$ cat src/hdl/fbpa_pkg.sv
// fbpa_pkg: shared types and constants for the fixed block pool allocator
// no dependencies; used by the interfaces and every module under hdl

package fbpa_pkg;

    // pool size and derived widths
    localparam int BLOCKS = 256;
    localparam int IDX_W  = (BLOCKS > 1) ? $clog2(BLOCKS) : 1;
    localparam int CNT_W  = $clog2(BLOCKS + 1);

    // fixed field widths of the words
    localparam int BLK_W  = 8;
    localparam int FCNT_W = 9;

    localparam logic [CNT_W-1:0] BLOCKS_C = CNT_W'(BLOCKS);

    // requested operation
    typedef enum logic {
        OP_ALLOC = 1'b0,
        OP_FREE  = 1'b1
    } t_op;

    // classified command held in the queue
    typedef struct packed {
        t_op              op;
        logic [BLK_W-1:0] blk;
        logic             blk_ok;
    } t_cmd;

    // queue status seen by the back end
    typedef struct packed {
        logic nonempty;
        logic multi;
    } t_q_stat;

endpackage

$ cat src/hdl/fbpa_if.sv
// fbpa_req_if / fbpa_rsp_if: valid-ready channels for requests and results
// depends on fbpa_pkg for field widths

interface fbpa_req_if;
    logic                         valid;
    logic                         ready;
    logic                         func;
    logic [fbpa_pkg::BLK_W-1:0]   block_in;

    modport source (output valid, func, block_in, input ready);
    modport sink   (input valid, func, block_in, output ready);
endinterface

interface fbpa_rsp_if;
    logic                         valid;
    logic                         ready;
    logic                         granted;
    logic [fbpa_pkg::BLK_W-1:0]   block_out;
    logic [fbpa_pkg::FCNT_W-1:0]  free_count;
    logic                         error;

    modport source (output valid, granted, block_out, free_count, error, input ready);
    modport sink   (input valid, granted, block_out, free_count, error, output ready);
endinterface

$ cat src/hdl/fbpa_front.sv
// fbpa_front: accepts request words, classifies them and holds them in a
// two-entry queue; depends on fbpa_pkg and fbpa_req_if

module fbpa_front (
    input  logic                 i_clk,
    input  logic                 i_rst_n,
    fbpa_req_if.sink             i_req,
    input  logic                 i_pop,
    output fbpa_pkg::t_cmd       o_cmd,
    output fbpa_pkg::t_q_stat    o_stat
);

    fbpa_pkg::t_cmd r_q [2];
    logic           r_wr_ptr;
    logic           r_rd_ptr;
    logic [1:0]     r_count;
    logic           push;
    fbpa_pkg::t_cmd cmd_in;

    // classify the incoming word
    always_comb begin
        cmd_in.blk    = i_req.block_in;
        cmd_in.blk_ok = ({1'b0, i_req.block_in} < (fbpa_pkg::BLK_W + 1)'(fbpa_pkg::BLOCKS));
        unique case (i_req.func)
            1'b0:    cmd_in.op = fbpa_pkg::OP_ALLOC;
            default: cmd_in.op = fbpa_pkg::OP_FREE;
        endcase
    end

    assign i_req.ready = (r_count != 2'd2);
    assign push        = i_req.valid && i_req.ready;

    // queue storage
    always_ff @(posedge i_clk) begin
        if (push) begin
            r_q[r_wr_ptr] <= cmd_in;
        end
    end

    // queue pointers and fill
    always_ff @(posedge i_clk) begin
        if (!i_rst_n) begin
            r_wr_ptr <= 1'b0;
            r_rd_ptr <= 1'b0;
            r_count  <= 2'd0;
        end else begin
            if (push) begin
                r_wr_ptr <= ~r_wr_ptr;
            end
            if (i_pop) begin
                r_rd_ptr <= ~r_rd_ptr;
            end
            r_count <= r_count + 2'(push) - 2'(i_pop);
        end
    end

    assign o_cmd           = r_q[r_rd_ptr];
    assign o_stat.nonempty = (r_count != 2'd0);
    assign o_stat.multi    = (r_count == 2'd2);

endmodule

$ cat src/hdl/fbpa_back.sv
// fbpa_back: carries out allocate and free commands on the free list,
// owns the link memory and the result register; depends on fbpa_pkg, fbpa_rsp_if

module fbpa_back (
    input  logic                 i_clk,
    input  logic                 i_rst_n,
    input  fbpa_pkg::t_cmd       i_cmd,
    input  fbpa_pkg::t_q_stat    i_stat,
    output logic                 o_pop,
    fbpa_rsp_if.source           o_rsp
);

    typedef enum logic [2:0] {
        S_IDLE   = 3'b001,
        S_READ   = 3'b010,
        S_COMMIT = 3'b100
    } t_state;

    t_state                       r_state, n_state;
    logic [fbpa_pkg::CNT_W-1:0]   r_head, n_head;
    logic [fbpa_pkg::CNT_W-1:0]   r_free, n_free;
    logic [fbpa_pkg::CNT_W-1:0]   r_touched, n_touched;
    logic [fbpa_pkg::CNT_W-1:0]   r_rdata;
    logic [fbpa_pkg::CNT_W-1:0]   r_mem [fbpa_pkg::BLOCKS];

    logic               r_out_valid;
    logic               r_granted, n_granted;
    logic [fbpa_pkg::BLK_W-1:0]  r_block_out, n_block_out;
    logic [fbpa_pkg::FCNT_W-1:0] r_free_count;
    logic               r_error, n_error;

    logic                         commit;
    logic                         we;
    logic [fbpa_pkg::IDX_W-1:0]   waddr;
    logic [fbpa_pkg::CNT_W-1:0]   wdata;
    logic                         lazy;
    logic [fbpa_pkg::CNT_W-1:0]   pop_free;
    logic [fbpa_pkg::CNT_W-1:0]   link_val;

    assign commit = (r_state == S_COMMIT) && (!r_out_valid || o_rsp.ready);
    assign o_pop  = commit;
    assign lazy   = (r_touched < fbpa_pkg::BLOCKS_C);

    // link memory: one write port, one registered read port
    always_ff @(posedge i_clk) begin
        if (we) begin
            r_mem[waddr] <= wdata;
        end
        if (r_state == S_READ) begin
            r_rdata <= r_mem[r_head[fbpa_pkg::IDX_W-1:0]];
        end
    end

    // successor of the head; the lazy link written this cycle is forwarded
    always_comb begin
        pop_free = r_free - fbpa_pkg::CNT_W'(1);
        if (r_head >= fbpa_pkg::BLOCKS_C) begin
            link_val = '0;
        end else if (lazy && (r_head == r_touched)) begin
            link_val = r_touched + fbpa_pkg::CNT_W'(1);
        end else begin
            link_val = r_rdata;
        end
    end

    // command execution
    always_comb begin
        n_head      = r_head;
        n_free      = r_free;
        n_touched   = r_touched;
        n_granted   = 1'b0;
        n_block_out = '0;
        n_error     = 1'b0;
        we          = 1'b0;
        waddr       = r_touched[fbpa_pkg::IDX_W-1:0];
        wdata       = r_touched + fbpa_pkg::CNT_W'(1);
        if (commit) begin
            unique case (i_cmd.op)
                fbpa_pkg::OP_ALLOC: begin
                    if (lazy) begin
                        we        = 1'b1;
                        n_touched = r_touched + fbpa_pkg::CNT_W'(1);
                    end
                    if (r_free != '0) begin
                        n_granted   = 1'b1;
                        n_block_out = r_head[fbpa_pkg::BLK_W-1:0];
                        n_free      = pop_free;
                        if (pop_free != '0) begin
                            n_head = link_val;
                        end
                    end
                end
                default: begin
                    if (r_free >= fbpa_pkg::BLOCKS_C) begin
                        n_error = 1'b1;
                    end else if (i_cmd.blk_ok) begin
                        we     = 1'b1;
                        waddr  = fbpa_pkg::IDX_W'(i_cmd.blk);
                        wdata  = (r_free != '0) ? r_head : fbpa_pkg::BLOCKS_C;
                        n_head = fbpa_pkg::CNT_W'(i_cmd.blk);
                        n_free = r_free + fbpa_pkg::CNT_W'(1);
                    end
                end
            endcase
        end
    end

    // sequencer
    always_comb begin
        n_state = r_state;
        unique case (r_state)
            S_IDLE:   if (i_stat.nonempty) n_state = S_READ;
            S_READ:   n_state = S_COMMIT;
            S_COMMIT: if (commit) n_state = i_stat.multi ? S_READ : S_IDLE;
            default:  n_state = S_IDLE;
        endcase
    end

    // control state
    always_ff @(posedge i_clk) begin
        if (!i_rst_n) begin
            r_state     <= S_IDLE;
            r_head      <= '0;
            r_free      <= fbpa_pkg::BLOCKS_C;
            r_touched   <= '0;
            r_out_valid <= 1'b0;
        end else begin
            r_state   <= n_state;
            r_head    <= n_head;
            r_free    <= n_free;
            r_touched <= n_touched;
            if (commit) begin
                r_out_valid <= 1'b1;
            end else if (o_rsp.ready) begin
                r_out_valid <= 1'b0;
            end
        end
    end

    // result word register
    always_ff @(posedge i_clk) begin
        if (commit) begin
            r_granted    <= n_granted;
            r_block_out  <= n_block_out;
            r_free_count <= fbpa_pkg::FCNT_W'(n_free);
            r_error      <= n_error;
        end
    end

    assign o_rsp.valid      = r_out_valid;
    assign o_rsp.granted    = r_granted;
    assign o_rsp.block_out  = r_block_out;
    assign o_rsp.free_count = r_free_count;
    assign o_rsp.error      = r_error;

endmodule

$ cat src/hdl/fixed_block_pool_allocator.sv
// fixed_block_pool_allocator: index-based block pool with a lazily built free list
// each accepted request word is queued, then the back-end sequencer does a link memory read
// and then a commit into the result register, which waits while a result is not taken;
// a two-entry queue decouples the request side
// reset: synchronous, clears the queue, sequencer, head, counts; link memory is not cleared
// depends on fbpa_pkg, fbpa_if, fbpa_front, fbpa_back

module fixed_block_pool_allocator (
    input  logic        i_clk,
    input  logic        i_rst_n,
    fbpa_req_if.sink    i_req,
    fbpa_rsp_if.source  o_rsp
);

    fbpa_pkg::t_cmd    cmd;
    fbpa_pkg::t_q_stat stat;
    logic              pop;

    // request queue and classification
    fbpa_front u_front (
        .i_clk   (i_clk),
        .i_rst_n (i_rst_n),
        .i_req   (i_req),
        .i_pop   (pop),
        .o_cmd   (cmd),
        .o_stat  (stat)
    );

    // free list execution
    fbpa_back u_back (
        .i_clk   (i_clk),
        .i_rst_n (i_rst_n),
        .i_cmd   (cmd),
        .i_stat  (stat),
        .o_pop   (pop),
        .o_rsp   (o_rsp)
    );

endmodule
$ cat src/flat_wrapper.sv
// flat-port wrapper written by rule: the top's interface ports become plain ports
module fixed_block_pool_allocator_flat 
  (i_clk, i_rst_n, i_req_valid, i_req_func, i_req_block_in, i_req_ready, o_rsp_valid, o_rsp_granted, o_rsp_block_out, o_rsp_free_count, o_rsp_error, o_rsp_ready);
  fbpa_req_if i_req_i ();
  fbpa_rsp_if o_rsp_i ();
  input  logic i_clk;
  input  logic i_rst_n;
  input wire logic [$bits(i_req_i.valid)-1:0] i_req_valid;
  input wire logic [$bits(i_req_i.func)-1:0] i_req_func;
  input wire logic [$bits(i_req_i.block_in)-1:0] i_req_block_in;
  output wire logic [$bits(i_req_i.ready)-1:0] i_req_ready;
  output wire logic [$bits(o_rsp_i.valid)-1:0] o_rsp_valid;
  output wire logic [$bits(o_rsp_i.granted)-1:0] o_rsp_granted;
  output wire logic [$bits(o_rsp_i.block_out)-1:0] o_rsp_block_out;
  output wire logic [$bits(o_rsp_i.free_count)-1:0] o_rsp_free_count;
  output wire logic [$bits(o_rsp_i.error)-1:0] o_rsp_error;
  input wire logic [$bits(o_rsp_i.ready)-1:0] o_rsp_ready;
  assign i_req_i.valid = i_req_valid;
  assign i_req_i.func = i_req_func;
  assign i_req_i.block_in = i_req_block_in;
  assign i_req_ready = i_req_i.ready;
  assign o_rsp_valid = o_rsp_i.valid;
  assign o_rsp_granted = o_rsp_i.granted;
  assign o_rsp_block_out = o_rsp_i.block_out;
  assign o_rsp_free_count = o_rsp_i.free_count;
  assign o_rsp_error = o_rsp_i.error;
  assign o_rsp_i.ready = o_rsp_ready;
  fixed_block_pool_allocator u_core (.i_clk(i_clk), .i_rst_n(i_rst_n), .i_req(i_req_i), .o_rsp(o_rsp_i));
endmodule
$ cat config.mk
export PLATFORM = sky130hd
export DESIGN_NAME = fixed_block_pool_allocator_flat
export DESIGN_NICKNAME = d
export VERILOG_FILES = /design/src/hdl/fbpa_pkg.sv /design/src/hdl/fbpa_if.sv /design/src/hdl/fbpa_front.sv /design/src/hdl/fbpa_back.sv /design/src/hdl/fixed_block_pool_allocator.sv /design/src/flat_wrapper.sv
export SDC_FILE = /design/constraint.sdc
export NUM_CORES = 2
export LEC_CHECK = 0
export BUFFER_PORTS_ARGS = -buffer_cell sky130_fd_sc_hd__buf_2
export CAP_MARGIN = 15
export CORE_ASPECT_RATIO = 0.5
export CORE_MARGIN = 10
export CORE_UTILIZATION = 40
export DETAILED_ROUTE_END_ITERATION = 16
export SYNTH_ARGS = -nofsm -noshare
export SYNTH_HDL_FRONTEND = slang
export SYNTH_HIERARCHICAL = 1
export SYNTH_SLANG_ARGS = --single-unit
$ cat constraint.sdc
create_clock -name i_clk -period 15.4 [get_ports i_clk]
set_input_delay 0 -clock i_clk [delete_from_list [all_inputs] [get_ports i_clk]]
set_output_delay 0 -clock i_clk [all_outputs]
set_load 0.005 [all_outputs]
==> results.toml <==
[setup_path]
kind_of_start_point_of_the_critical_path = "flip-flop"
cp-end-kind = "flip-flop"
ff2ff_setup_slack_ns = 9.71
reg2reg_to = "u_core/u_back/r_rdata[8]"
worst-endpoint-required_ns = 15.97
cp.arrival_ns = 6.25
critical_path.reg2reg.startpoint = "u_core/u_back/r_head[0]"
worst_setup_path_startpoint = "u_core/u_back/r_head[0]"
worst-setup-path-type = "flip-flop to flip-flop"
r2r_cells = 9
critical_path.max_fanout = 47

[hold_path]
hold_path.class = "input pin to flip-flop"
hold-path-endpoint = "u_core/u_front/r_wr_ptr"
hold_path_cells = 4
worstHoldStart = "i_req_valid"

[route]
route.antenna.remaining_nets = 0
pre_antenna_drt_iters = 8
routed-wl-met2_um = 109000
num_vias = 46200
drc = 0
detail_route.vias_per_cell = 5.84
dr.first_iter.drc_count = 5899
detailroute.wirelength.met3_um = 22000
drt-met1-wl_um = 98200
topRoutingLayerUsed = "met5"
detail_routed_net_length_per_standard_cell_um = 29.7
wl_um = 236000

[synthesis]
synth_enable_flop_cells = 2350
ys_dominant_reg_cell = "sky130_fd_sc_hd__edfxtp_1"
synth_warnings = 6
synth_area_leader_cell = "sky130_fd_sc_hd__edfxtp_1"
synth-seq-cells = 2386
synth.net_count = 4521
synthCells = 4502
yosys_cell_types = 75
mean_post_synth_cell_area_sq_um = 20.8
async_flop_share_pct = 0
synth.cell_area_sq_um = 93600
biggest_area_contributors_in_the_synthesized_netlist = "sky130_fd_sc_hd__edfxtp_1, sky130_fd_sc_hd__mux4_2, sky130_fd_sc_hd__mux2i_1"
synth_sequential_area_ratio_pct = 76.1
synth_top_area_share_pct = 75.4

[floorplan]
die_area_sq_um = 255000
die-height_um = 362
core_sq_um = 233000
start_util_pct = 40.3
placement_rows = 125
die_width_um = 704
pin_count = 34

[timing]
post-route-min-period_ns = 5.69
report.final.slew_viol_count = 0
worst-slew-pin-transition_ns = 1.30
skew_ns = 0.0381
rsz0062_at_grt = "no"
worst_hold_slack_ns = 0.0858
setup_tns_final_ns = 0
finalSetupViolations = 0
timing.fmax_ghz = 0.176
final.period_utilization_pct = 36.9
timing.slew.headroom_pct = 13.6
finalHoldViolations = 0

[finish]
final_layout_size_suffix_gt1_share_pct = 21.8
mostFrequentLayoutCell = "sky130_fd_sc_hd__edfxtp_1"
finalNetCount = 4649
final.fill_count = 19300
finalNonFillerCells = 7919
area_grow_syn2layout_pct = 11.2
final_cell_mix = "sky130_fd_sc_hd__edfxtp_1, sky130_fd_sc_hd__mux4_2, sky130_fd_sc_hd__nor2_1, sky130_fd_sc_hd__clkbuf_16, sky130_fd_sc_hd__mux2i_1"

[placed_design]
finalWeightedCongestion = 0.814
hpwl_after_dpl_um = 141000
port_buffers = 33
placed_cells_incl_taps = 7494

[cts]
source_to_sink_clock_delay_at_the_later_pin_of_the_worst_skew_pair_ns = 0.87
clk_transition_reported_paths_ns = 0.07
cts_inserted_buffers = 219
cts.path.max_buffers = 4
numClockSinks = 2386
cts_max_level = 4
post_cts_resized = 0
cts_root_buf = "sky130_fd_sc_hd__clkbuf_16"
cts_tree = "built"

[grt]
pin_count_of_the_biggest_net_entering_global_routing = 205
global_route.overflow_total = 0
global_route_wire_length_before_repair_um = 339000
initial_antenna_violation_count = 14
first_global_vias = 46100
track_usage_pct = 17.9

[power_and_ir_drop]
pwr_density_cell_nw_per_um2 = 118
p_leak_nw = 35.8
finalPower_mw = 12.3
vdd_ir_drop_max_uv = 86.6

[flow_run]
max_cap_violations = 0

[outcome]
status = "complete, no violations"
[Yosys cell counts (49+ instances only)]
master and instances:
sky130_fd_sc_hd__mux2i_1 189, sky130_fd_sc_hd__nand2_1 109, sky130_fd_sc_hd__a21oi_1 50, sky130_fd_sc_hd__buf_2 67, sky130_fd_sc_hd__nor2_1 314, sky130_fd_sc_hd__clkbuf_1 104, sky130_fd_sc_hd__o221ai_1 49, sky130_fd_sc_hd__edfxtp_1 2350
sky130_fd_sc_hd__mux4_2 520, sky130_fd_sc_hd__a221oi_1 53, sky130_fd_sc_hd__o22ai_1 55
[area by class of cell]
class / count / area (sq um) / area share [%]
Sequential cell: 2386 / 71300 / 68.5
Antenna cell: 2 / 5.00 / 0.00481
Tap cell: 3111 / 3890 / 3.74
Clock inverter: 130 / 1070 / 1.03
Clock buffer: 267 / 5700 / 5.48
Multi-Input combinational cell: 1824 / 20600 / 19.8
Inverter: 19 / 71.3 / 0.0685
Timing Repair Buffer: 180 / 1470 / 1.41
[power by group]
part | leakage [nW] | switching [mW] | total, mW | internal, mW
registers | 26.6 | 0.00517 | 7.03 | 7.03
logic | 5.84 | 0.0256 | 0.0443 | 0.0187
clock network | 3.33 | 2.33 | 5.24 | 2.91
[cell families after synthesis]
kind of cell | Yosys count | synth area share [%]
simple gates | 632 | 3.09
mux | 743 | 15.2
other cells | 1 | 0.00400
flops | 2386 | 76.1
compound gates | 408 | 3.17
buf+inv | 292 | 1.99
xor+xnor | 34 | 0.318
fa+ha+maj | 6 | 0.0802
[per-stage QoR]
step / util (%) / setup slack (ns) / cell area [sq um]
detailed placement: 41.8 / 9.67 / 97100
global placement: 41.7 / 9.63 / 97000
global route: 44.8 / 9.32 / 104000
floorplan: - / 1.61 / 93600
finish: 44.8 / 9.71 / 104000
CTS: 44.8 / 9.63 / 104000
[registers in the layout, summed over array words and instances, names as in the netlist, named ones only]
name and count:
u_core/u_back/o_rsp.block_out 8, u_core/u_back/o_rsp.error 1, u_core/u_back/o_rsp.free_count 9, u_core/u_back/o_rsp.granted 1
u_core/u_back/o_rsp.valid 1, u_core/u_back/r_free 9, u_core/u_back/r_head 9, u_core/u_back/r_mem 2304
u_core/u_back/r_rdata 9, u_core/u_back/r_state 3, u_core/u_back/r_touched 9, u_core/u_front/r_count 2
u_core/u_front/r_q 18, u_core/u_front/r_rd_ptr 1, u_core/u_front/r_wr_ptr 1
[worst max-delay path by stage]
stage	end	slack (ns)	depth (start not counted)
finish	u_core/u_back/r_rdata[8]	9.71	9
global route	u_core/u_back/r_rdata[2]	9.32	9
CTS	u_core/u_back/r_rdata[8]	9.63	9
detailed placement	u_core/u_back/r_rdata[2]	9.67	9
global placement	u_core/u_back/r_rdata[8]	9.63	9
floorplan	u_core/u_back/r_mem[0][1]	1.61	8
[metal layers]
| layer | global-route usage, % | vias to the layer above |
|---|---|---|
| li1 | - | 19000 |
| met4 | 4.64 | 12 |
| met1 | 25.2 | 24700 |
| met5 | 0 | - |
| met2 | 28.1 | 2146 |
| met3 | 4.48 | 370 |
[worst max-delay path, stage by stage (launching register included)]
cell	delay [ns]
sky130_fd_sc_hd__dfxtp_4	0.80
sky130_fd_sc_hd__buf_4	0.77
sky130_fd_sc_hd__buf_4	0.88
sky130_fd_sc_hd__buf_4	0.79
sky130_fd_sc_hd__mux4_2	0.61
sky130_fd_sc_hd__mux4_2	0.50
sky130_fd_sc_hd__nand2_1	0.10
sky130_fd_sc_hd__o21ai_0	0.15
sky130_fd_sc_hd__nor4b_1	0.53
sky130_fd_sc_hd__nor4_1	0.14
[timing repair]
item,in CTS,in global routing
buffers inserted,0,0
hold endpoints to repair,53,0
hold buffers,22,0
endpoints found under the setup margin,0,0
Note: power is estimated with default switching activity, not from simulation.
